==> config.mk <==
export PLATFORM = sky130hd
export DESIGN_NAME = las_cell
export DESIGN_NICKNAME = d
export VERILOG_FILES = /design/src/design/las_pkg.sv /design/src/design/las_cell.sv
export SDC_FILE = /design/constraint.sdc
export NUM_CORES = 1
export LEC_CHECK = 0
export ABC_AREA = 0
export BUFFER_PORTS_ARGS = -buffer_cell sky130_fd_sc_hd__clkbuf_2
export CAP_MARGIN = 0
export CELL_PAD_IN_SITES_DETAIL_PLACEMENT = 1
export CELL_PAD_IN_SITES_GLOBAL_PLACEMENT = 2
export CORE_ASPECT_RATIO = 1.4
export CORE_MARGIN = 1
export CORE_UTILIZATION = 34
export CTS_BUF_LIST = sky130_fd_sc_hd__clkbuf_8 sky130_fd_sc_hd__clkbuf_16
export DETAILED_ROUTE_END_ITERATION = 12
export GPL_ROUTABILITY_DRIVEN = 0
export GPL_TIMING_DRIVEN = 0
export PLACE_DENSITY = 0.86
export SYNTH_ARGS = -nofsm -noshare
export SYNTH_HDL_FRONTEND = slang
export SYNTH_SLANG_ARGS = --single-unit
export TNS_END_PERCENT = 20
==> constraint.sdc <==
create_clock -name clk -period 9.37 [get_ports clk]
set_input_delay 0.4685 -clock clk [delete_from_list [all_inputs] [get_ports clk]]
set_output_delay 0.4685 -clock clk [all_outputs]
set_load 0.05 [all_outputs]
==> src/design/las_pkg.sv <==
// Shared types and constants for the local alignment scorer.
// No dependencies; imported by the cell, the top level and the checker.
package las_pkg;

  localparam int QUERY_MAX = 64;
  localparam int IDX_W     = $clog2(QUERY_MAX);
  localparam int POS_W     = $clog2(QUERY_MAX + 1);
  localparam int SYM_W     = 8;
  localparam int SCORE_W   = 10;
  localparam int MATCH_W   = 4;
  localparam int PEN_W     = 5;
  localparam int SUM_W     = SCORE_W + 2;
  localparam int CELL_MAX  = (1 << SCORE_W) - 1;
  localparam int CFG_IDX_W = 2;
  localparam int CFG_W     = 5;

  localparam logic [CFG_IDX_W-1:0] REG_MATCH    = CFG_IDX_W'(0);
  localparam logic [CFG_IDX_W-1:0] REG_MISMATCH = CFG_IDX_W'(1);
  localparam logic [CFG_IDX_W-1:0] REG_GAP      = CFG_IDX_W'(2);

  localparam logic [MATCH_W-1:0] MATCH_RESET    = MATCH_W'(3);
  localparam logic [PEN_W-1:0]   MISMATCH_RESET = 5'b11111;
  localparam logic [PEN_W-1:0]   GAP_RESET      = 5'b11110;

  typedef struct packed {
    logic [MATCH_W-1:0] eq_score;
    logic [PEN_W-1:0]   ne_score;
    logic [PEN_W-1:0]   gap_score;
  } cfg_t;

  // one transaction travelling along the row of cells
  typedef struct packed {
    logic               valid;
    logic               is_target;
    logic               last;
    logic               wr_en;
    logic [IDX_W-1:0]   wr_idx;
    logic [POS_W-1:0]   len;
    logic [SYM_W-1:0]   sym;
    logic [SCORE_W-1:0] above;
    logic [SCORE_W-1:0] diag;
    logic [SCORE_W-1:0] maxv;
  } token_t;

endpackage

==> src/design/las_cell.sv <==
// One query position of the scoring row: holds its symbol, score and active flag.
// Depends on las_pkg.
module las_cell
  import las_pkg::*;
(
  input  logic             clk,
  input  logic             rst,
  input  logic [IDX_W-1:0] cell_idx,
  input  cfg_t             cfg,
  input  token_t           tok_in,
  output token_t           tok_out
);

  logic [SYM_W-1:0]          qsym;
  logic [SCORE_W-1:0]        score;
  logic                      active;
  logic                      hit;
  logic                      is_load;
  logic signed [SUM_W-1:0]   sub;
  logic signed [SUM_W-1:0]   gap;
  logic signed [SUM_W-1:0]   d_sum;
  logic signed [SUM_W-1:0]   u_sum;
  logic signed [SUM_W-1:0]   l_sum;
  logic signed [SUM_W-1:0]   best;
  logic [SCORE_W-1:0]        cell_val;
  token_t                    tok_next;

  assign hit     = tok_in.valid && tok_in.is_target && active;
  assign is_load = tok_in.valid && !tok_in.is_target;

  always_comb begin
    if (qsym == tok_in.sym) begin
      sub = $signed({{(SUM_W-MATCH_W){1'b0}}, cfg.eq_score});
    end else begin
      sub = $signed({{(SUM_W-PEN_W){cfg.ne_score[PEN_W-1]}}, cfg.ne_score});
    end
    gap   = $signed({{(SUM_W-PEN_W){cfg.gap_score[PEN_W-1]}}, cfg.gap_score});
    d_sum = $signed({2'b00, tok_in.diag}) + sub;
    u_sum = $signed({2'b00, tok_in.above}) + gap;
    l_sum = $signed({2'b00, score}) + gap;
    best  = '0;
    if (d_sum > best) best = d_sum;
    if (u_sum > best) best = u_sum;
    if (l_sum > best) best = l_sum;
    if (best > $signed(SUM_W'(CELL_MAX))) begin
      cell_val = SCORE_W'(CELL_MAX);
    end else begin
      cell_val = best[SCORE_W-1:0];
    end
    tok_next = tok_in;
    if (hit) begin
      tok_next.above = cell_val;
      tok_next.diag  = score;
      if (cell_val > tok_in.maxv) tok_next.maxv = cell_val;
    end
  end

  always_ff @(posedge clk) begin
    if (rst) begin
      tok_out.valid <= 1'b0;
      active        <= 1'b0;
      score         <= '0;
    end else begin
      tok_out <= tok_next;
      if (is_load && tok_in.last) begin
        active <= ({1'b0, cell_idx} < tok_in.len);
        score  <= '0;
      end else if (hit) begin
        score <= tok_in.last ? '0 : cell_val;
      end
    end
  end

  always_ff @(posedge clk) begin
    if (is_load && tok_in.wr_en && (tok_in.wr_idx == cell_idx)) begin
      qsym <= tok_in.sym;
    end
  end

endmodule

Word level (Yosys, flattened, before mapping)
Cells that the tools add are included.
- flip-flop bits (word level): 74
- memories kept: 0
- RAM bits: 0
- memory bits (read-only): 0
- input bits: 77
- latch bits: 0
- div/mod/pow operators: 0
- $add $sub $neg: 3
- mux-type cells: 8
- bitwise operators: 0
- shifts and indexed selects: 0
- multipliers: 0
- reduce and logical (&&, ||, !) cells: 8
- equal/unequal tests: 2
- $lt $le $gt $ge: 6
- operators with widths (operator ; number):
    12-bit 2-to-1 mux ; 4
    10-bit 2-to-1 mux ; 3
    30-bit 2-to-1 mux ; 1
    11-bit by 5-bit adder with 12-bit output ; 2
    12-bit > comparator ; 2
    11-bit by 12-bit adder with 12-bit output ; 1
    12-bit by 1-bit > comparator with 1-bit output, second input constant ; 1
    12-bit by 11-bit > comparator with 1-bit output, second input constant ; 1
    10-bit > comparator ; 1
    8-bit == test ; 1
    6-bit by 7-bit < comparator with 1-bit output ; 1
    6-bit == test ; 1
    1-bit logical AND ; 6
    2-bit OR reduction ; 1
    1-bit logical NOT ; 1

Longest topological paths before layout
Gate-level depths: netlist of run 1.
- word-level depth: 14
- depth in mapped cells: 39

Least setup slack after synthesis of run 1
No wires, ideal clock.
- kind: input-to-reg
- start point: in tok_in[37] (netlist name)
- end point: reg tok_out[4] (netlist name) (data pin)
- path buffers: 2
- setup slack: 1.436 ns
- cell stages on the path: 34
- required time: 9.097 ns
- data arrival time: 7.661 ns
- path through: xor2_1 nor4_2 nand2_1 mux2_2 ha_1 a21oi_1 o21ai_1 or4_1 mux2i_1 xor2_1 nand2_1 ha_1 a21o_1 a21o_1 o31ai_1 nor2_4 o21a_1 ha_1 nor2b_1 o211ai_1 a31oi_1 nor3_1 o32a_1 a311o_1 buf_4 a221o_1 ha_1 a21oi_1 nor2b_1 o21ai_0 nand3b_1 o21ai_1 clkbuf_1 o21ai_0
- RTL lines (item ; RTL line ; source):
    start: declaration ; las_cell.sv:10 ; input token_t tok_in,
    end signal: assignment ; las_cell.sv:64 ; tok_out <= tok_next;
    end: declaration ; las_cell.sv:11 ; output token_t tok_out

==> reports/metrics.csv, run 1 <==
stage;metric;value;unit
cells_and_area;multi-input logic area;3330;um^2
setup_path;slowest stage delay, CP;0.49;ns
detailed_routing;DRC;0;
detailed_routing;Routed Antenna Nets;0;
run_status;status;finished clean;
clocking;clock sinks;74;
global_routing;global route overflow;0;
logic_synthesis;post-synthesis async set-or-reset flop share;0;
clocking;clk root buf;clkbuf_16;
power;Lkg Pwr;3.00;nW
timing;Slew Limit Fails;0;
place;dpl hpwl;14.3;mm
setup_path;reg2reg end;tok_out[0];
cells_and_area;filler cell count;1818;
logic_synthesis;top area cells in the synthesized netlist;edfxtp_1 (34%), ha_1 (15%), mux2_2 (4.9%);
floorplanning;initial core utilization;0.350;
cells_and_area;fin area;6880;um^2
clocking;CTS tree;yes;
logic_synthesis;Post-synth top cells;ha_1 (64), edfxtp_1 (62), inv_1 (38);
place;Cells after DPL;864;
cells_and_area;Syn-to-layout area delta;25.2;%
setup_path;critical path arrival;8.94;ns
global_routing;first-pass GRT wire length;27.9;mm
global_routing;Top Usage Layer GRT;met2;
logic_synthesis;synth unique cells;71;
power;post-layout power;1.21;mW
floorplanning;row count;54;
setup_path;Critical Path RT;9.43;ns
global_routing;grt met1 use;0.234;
power;maximum VDD drop;0.0000961;V
logic_synthesis;cells after synthesis;536;
logic_synthesis;yosys warns;0;
setup_path;Buf/Inv on CP;3;
logic_synthesis;top cell type by total area after synthesis;edfxtp_1;
detailed_routing;drt wl/cell;19.8;um
timing;Final WS setup;0.494;ns
floorplanning;die height;152;um
detailed_routing;drt first pass iters;4;
global_routing;initial antenna violation count;1;
global_routing;grt met2 use;0.399;
global_routing;Total Routing Usage GR;0.220;
place;I/O Buffers;131;
detailed_routing;DR vias;4887;
setup_path;peak fanout along the critical path;10;
worst_hold_path;worst hold path class;input port to flop;
worst_hold_path;WHS Endpoint;tok_out[41];
setup_path;CP Class;flop to flop;
floorplanning;I/O pin cnt;132;
power;P per Cell Area;176;nW/um^2
logic_synthesis;syn_area_per_cell;10.2;um^2
timing;Worst Tran Pin Value;0.858;ns
floorplanning;area of the core;15700;um^2
timing;Tmin final;8.88;ns
clocking;Clock Latency Late Sink;0.34;ns
timing;Hold Fails Final Rpt;0;
setup_path;Worst R2R Setup Slack;0.49;ns
floorplanning;Die ar.;16700;um^2
clocking;Worst-path clk slew;0.06;ns
clocking;total CTS buffers;9;
setup_path;most frequent CP cell;ha_1;
setup_path;startpoint types;flop;
cells_and_area;share of cells above drive strength 1;0.303;
logic_synthesis;EDFF count, synth;62;
timing;Final period util;0.947;
timing;Setup Viol. Count Final;0;
logic_synthesis;Post-Syn Nets;680;
detailed_routing;Post-Route WL;17.6;mm
global_routing;largest net degree at the start of global routing;29;
logic_synthesis;Mapped Area;5490;um^2
place;worst slack at placement;-0.744;ns
logic_synthesis;Seq/Total Area, Yosys;0.383;
setup_path;Worst setup EP type;flop;
cells_and_area;Sequential Area;2100;um^2
flow_run;max cap viols;0;
detailed_routing;Vias/cell;5.52;
floorplanning;die width;109;um
global_routing;met3 Use GR;0.0317;
clocking;htree depth;3;
setup_path;worst reg2reg startpoint;qsym[0];
timing;Max-slew headroom;0.426;
worst_hold_path;Hold Path Stages;1;
global_routing;vias in the first global route;5507;
timing;Layout Skew;0.0109;ns
cells_and_area;Post-Layout Cell Count;886;
cells_and_area;# nets final;828;
worst_hold_path;hold wc startpoint;tok_in[41];
logic_synthesis;top-count cell post-synth;ha_1;
logic_synthesis;Yosys reg bits;74;
setup_path;Crit-path slowest cell;or4_1;
logic_synthesis;Synth top area share;0.339;
detailed_routing;DR iter-0 viols;176;
setup_path;delay-heaviest family, CP;compound AO/OA/AOI/OAI gates;
clocking;Longest Clk Path Bufs;2;
logic_synthesis;ys flop type;edfxtp_1;
place;dpl cell area;6410;um^2
timing;max frequency;113;MHz
setup_path;cell depth of the worst flop-to-flop path;34;
## layout by cell type (no fill, tap or decap), types with 6 or more instances in the layout
cell type	n
or3_1	7
clkbuf_2	131
nor2_1	26
nand2_1	36
inv_1	37
ha_1	64
nand3_1	12
nor2b_1	12
edfxtp_1	62
nand4_1	6
a21oi_1	22
dfxtp_1	12
nand2b_1	6
a31oi_1	6
nor3_1	12
clkbuf_16	9
xor2_1	19
a21o_1	11
o21ai_0	31
buf_4	6
mux2_2	24
xnor2_1	16
## per-stage QoR
step | util | hold slack (ns) | TNS (ns)
detailed placement | 0.409 | 0.504 | -6.36
CTS | 0.434 | 0.305 | 0
floorplan | - | 0.447 | 0
global route | 0.439 | 0.308 | -0.0489
finish | 0.439 | 0.316 | 0
global placement | 0.408 | 0.495 | -3.97
## logic make-up (layout without fill, tap and decap cells)
| group | count (synthesis) | after routing | synth area share |
|---|---|---|---|
| AO/OA/AOI/OAI | 140 | 140 | 0.175 |
| XOR/XNOR | 37 | 37 | 0.0629 |
| adder cells (fa/ha/maj) | 67 | 67 | 0.157 |
| buffers and inverters | 46 | 199 | 0.0328 |
| flip-flops | 74 | 74 | 0.383 |
| multiplexers | 26 | 26 | 0.0528 |
| other | 1 | 2 | 0.000683 |
| AND/OR/NAND/NOR | 145 | 145 | 0.136 |
## power by group
part	leakage [nW]	internal [mW]	total [mW]	switching (mW)
registers	0.698	0.376	0.382	0.00521
logic	2.16	0.166	0.464	0.298
clock network	0.145	0.211	0.366	0.154
## registers in the layout (all words and copies together) (netlist names)
name and count:
score 10, active 1, tok_out 55, qsym 8
## repair_timing
item,4_1_cts,5_1_grt
setup buffers,3,2
resized for setup,9,15
hold buffers,0,0
pin swaps,1,1
setup endpoints to repair,10,10
## routing by layer
layer | vias up | share of wire
li1 | 2325 | -
met1 | 2352 | 0.37
met2 | 155 | 0.52
met3 | 55 | 0.048
met4 | 0 | 0.061
met5 | - | 0
## worst reg2reg max path: cells and delay by family, from the launching register on
kind | cells | cell delay (ns)
buf+inv | 3 | 0.54
xor+xnor | 2 | 0.48
compound gates | 15 | 3.77
mux | 2 | 0.52
flops | 1 | 0.40
fa+ha+maj | 4 | 1.28
simple gates | 8 | 1.64
## cell type report
class / count / share of cell area
multi-input combinational: 416 / 0.484
sequential: 74 / 0.306
timing repair buffer: 137 / 0.104
tap: 196 / 0.0357
clock buffer: 9 / 0.0327
inverter: 38 / 0.0207
clock inverter: 7 / 0.0120
buffer: 8 / 0.00564
antenna: 1 / 0.000364
## worst max-delay path by stage
| stage | start | endpoint | slack [ns] | depth (start not counted) |
|---|---|---|---|---|
| CTS | qsym[5] | tok_out[0] | 0.03 | 34 |
| global placement | tok_in[35] | tok_out[4] | -0.50 | 34 |
| finish | qsym[0] | tok_out[0] | 0.49 | 34 |
| detailed placement | tok_in[35] | tok_out[4] | -0.74 | 34 |
| global route | qsym[0] | tok_out[0] | -0.03 | 35 |
| floorplan | tok_in[37] | tok_out[4] | 1.44 | 34 |
(Power assumes the default switching activity.)
==> run 2, diff against run 1 <==
--- a/config.mk
+++ b/config.mk
@@ -18,6 +18,8 @@
 export GPL_ROUTABILITY_DRIVEN = 0
 export GPL_TIMING_DRIVEN = 0
 export PLACE_DENSITY = 0.86
+export REMOVE_ABC_BUFFERS = 1
+export SETUP_SLACK_MARGIN = 0.3
 export SYNTH_ARGS = -nofsm -noshare
 export SYNTH_HDL_FRONTEND = slang
 export SYNTH_SLANG_ARGS = --single-unit
==> run 2 against run 1 <==
  * First-iteration DRC count is 13% lower
  * Global-route usage grew 0.49 points
  * Clock skew increased by 0.0018 ns
  * Non-clock buffer count down 2
  * Setup slack better by 0.13 ns
  * Count of clock-buffer cells in the layout is the same
  * Worst hold slack worse by 0.0062 ns
  * Combinational power grew 4%
  * Total power grew 1.2%
  * Register-to-register slack improved by 0.13 ns
  * Sequential cell count is the same
  * Via count increased by 0.96%
==> reports/metrics.csv, run 2 (synthesis gave the netlist of run 1 again) <==
stage;metric;value;unit
setup_path;reg2reg end;tok_out[7];
cells_and_area;Largest Register;tok_out;
run_status;status;finished clean;
worst_hold_path;WHS Endpoint;tok_out[42];
setup_path;critical path arrival;8.85;ns
setup_path;Critical Path RT;9.47;ns
global_routing;initial antenna violation count;0;
setup_path;most frequent CP cell;ha_1;
timing;Max-slew headroom;0.362;
floorplanning;Die ar.;16700;um^2
clocking;Clock Latency Late Sink;0.35;ns
place;dpl cell area;6380;um^2
setup_path;slowest stage delay, CP;0.48;ns
power;maximum VDD drop;0.0000965;V
timing;Layout Skew;0.0127;ns
floorplanning;area of the core;15700;um^2
detailed_routing;DRC;0;
cells_and_area;# nets final;827;
power;combinational fraction of design power;0.394;
clocking;Worst-path clk slew;0.07;ns
detailed_routing;Post-Route WL;18.1;mm
clocking;total CTS buffers;9;
timing;Slew Limit Fails;0;
setup_path;CP Class;flop to flop;
timing;Worst Tran Pin Value;0.958;ns
cells_and_area;antenna diode count;0;
floorplanning;die height;152;um
cells_and_area;post-layout util;0.442;
worst_hold_path;hold wc startpoint;tok_in[42];
power;P per Cell Area;177;nW/um^2
detailed_routing;Routed Antenna Nets;0;
clocking;clock sinks;74;
timing;TNS Setup;0;ns
setup_path;Worst R2R Setup Slack;0.62;ns
place;dpl hpwl;14.3;mm
cells_and_area;share of cells above drive strength 1;0.314;
setup_path;startpoint types;flop;
worst_hold_path;worst hold path class;input port to flop;
detailed_routing;Vias/cell;5.58;
worst_hold_path;Hold Path Stages;1;
clocking;Longest Clk Path Bufs;2;
detailed_routing;drt first pass iters;4;
global_routing;Total Routing Usage GR;0.225;
power;Clock Power Share;0.295;
power;Lkg Pwr;3.02;nW
timing;Hold Fails Final Rpt;0;
setup_path;Buf/Inv on CP;3;
timing;Setup Viol. Count Final;0;
clocking;Post-CTS Hold Fix Bufs;0;
floorplanning;initial core utilization;0.350;
global_routing;vias in the first global route;5377;
power;Sequential Power Share;0.311;
power;cell-internal power;0.760;mW
global_routing;largest net degree at the start of global routing;39;
cells_and_area;most frequent cells in the layout;clkbuf_2 (131), ha_1 (64), edfxtp_1 (62), inv_1 (37), nand2_1 (35);
timing;Tmin final;8.75;ns
setup_path;Worst setup EP type;flop;
detailed_routing;DR vias;4934;
setup_path;cell depth of the worst flop-to-flop path;35;
setup_path;Crit-path slowest cell;or4_1;
setup_path;peak fanout along the critical path;8;
cells_and_area;commonest non-fill, non-tap cell in the layout;clkbuf_2;
setup_path;delay-heaviest family, CP;compound AO/OA/AOI/OAI gates;
clocking;clk root buf;clkbuf_16;
clocking;htree depth;3;
cells_and_area;Syn-to-layout area delta;26.1;%
setup_path;worst reg2reg startpoint;qsym[5];
clocking;CTS tree;yes;
floorplanning;row count;54;
cells_and_area;fin area;6930;um^2
floorplanning;die width;109;um
detailed_routing;DR iter-0 viols;153;
timing;RSZ-0062 raised after global routing;false;
cells_and_area;biggest regs;tok_out: 55 flops, score: 10 flops, qsym: 8 flops;
timing;Final period util;0.934;
timing;max frequency;114;MHz
power;Psw;0.466;mW
global_routing;global route overflow;0;
power;post-layout power;1.23;mW
timing;worst hold slack;0.309;ns
flow_run;max cap viols;0;
power;Switching Share;0.380;
floorplanning;I/O pin cnt;132;
global_routing;first-pass GRT wire length;28.3;mm
cells_and_area;Largest register FFs;55;
place;I/O Buffers;131;
detailed_routing;drt wl/cell;20.5;um
[run 2: repair_timing]
action	4_1_cts	5_1_grt
setup buffers	6	5
gates cloned	1	0
endpoints found under the setup margin	10	10
pin swaps	5	6
gates resized for setup	15	15
[run 2: worst max path at each step]
stage,slack (ns),cells after the start,startpoint,endpoint
after global routing,0.27,32,qsym[5],tok_out[9]
after global placement,-0.80,34,tok_in[35],tok_out[7]
after detailed placement,-1.20,33,tok_in[35],tok_out[7]
after CTS,0.33,32,qsym[4],tok_out[7]
final,0.62,35,qsym[5],tok_out[7]
after floorplan,1.16,32,tok_in[37],tok_out[5]
[run 2: routing by layer]
layer / global-route usage / up-vias / wire length [um]
met5: 0 / - / 0
met4: 0.117 / 0 / 919
met3: 0.0342 / 56 / 535
met2: 0.412 / 137 / 9810
met1: 0.243 / 2406 / 6880
li1: - / 2335 / -
[run 2: final cells by class]
| cell class | instances | area (um^2) |
|---|---|---|
| multi-input cells | 417 | 3380 |
| flip-flops and latches | 74 | 2100 |
| clock inverters | 7 | 76.3 |
| well taps | 196 | 245 |
| inverters | 38 | 143 |
| clock buffers | 9 | 225 |
| repair buffers | 143 | 758 |
| fillers | 1813 | 8750 |
[run 2: power by group through the flow]
stage / clock network [mW] / logic, mW / registers, mW
2_1_floorplan: 0 / 0.229 / 0.448
3_3_place_gp: 0 / 0.400 / 0.389
3_5_place_dp: 0 / 0.424 / 0.389
4_1_cts: 0.369 / 0.453 / 0.382
5_1_grt: 0.382 / 0.519 / 0.383
6_report: 0.361 / 0.483 / 0.382
[run 2: stage by stage]
stage / worst slack [ns] / cells
after floorplan: 1.16 / 528
after global placement: -0.799 / 855
after detailed placement: -1.20 / 856
after CTS: 0.333 / 879
after global routing: 0.274 / 884
final: 0.621 / 884
[run 2: worst register-to-register path: cells and delay by family, from the launching register on]
family | cells | cell delay (ns)
AND/OR/NAND/NOR | 10 | 2.04
adder cells (fa/ha/maj) | 4 | 1.31
flip-flops | 1 | 0.39
AO/OA/AOI/OAI | 13 | 2.99
XOR/XNOR | 2 | 0.36
buffers and inverters | 3 | 0.54
multiplexers | 3 | 0.87
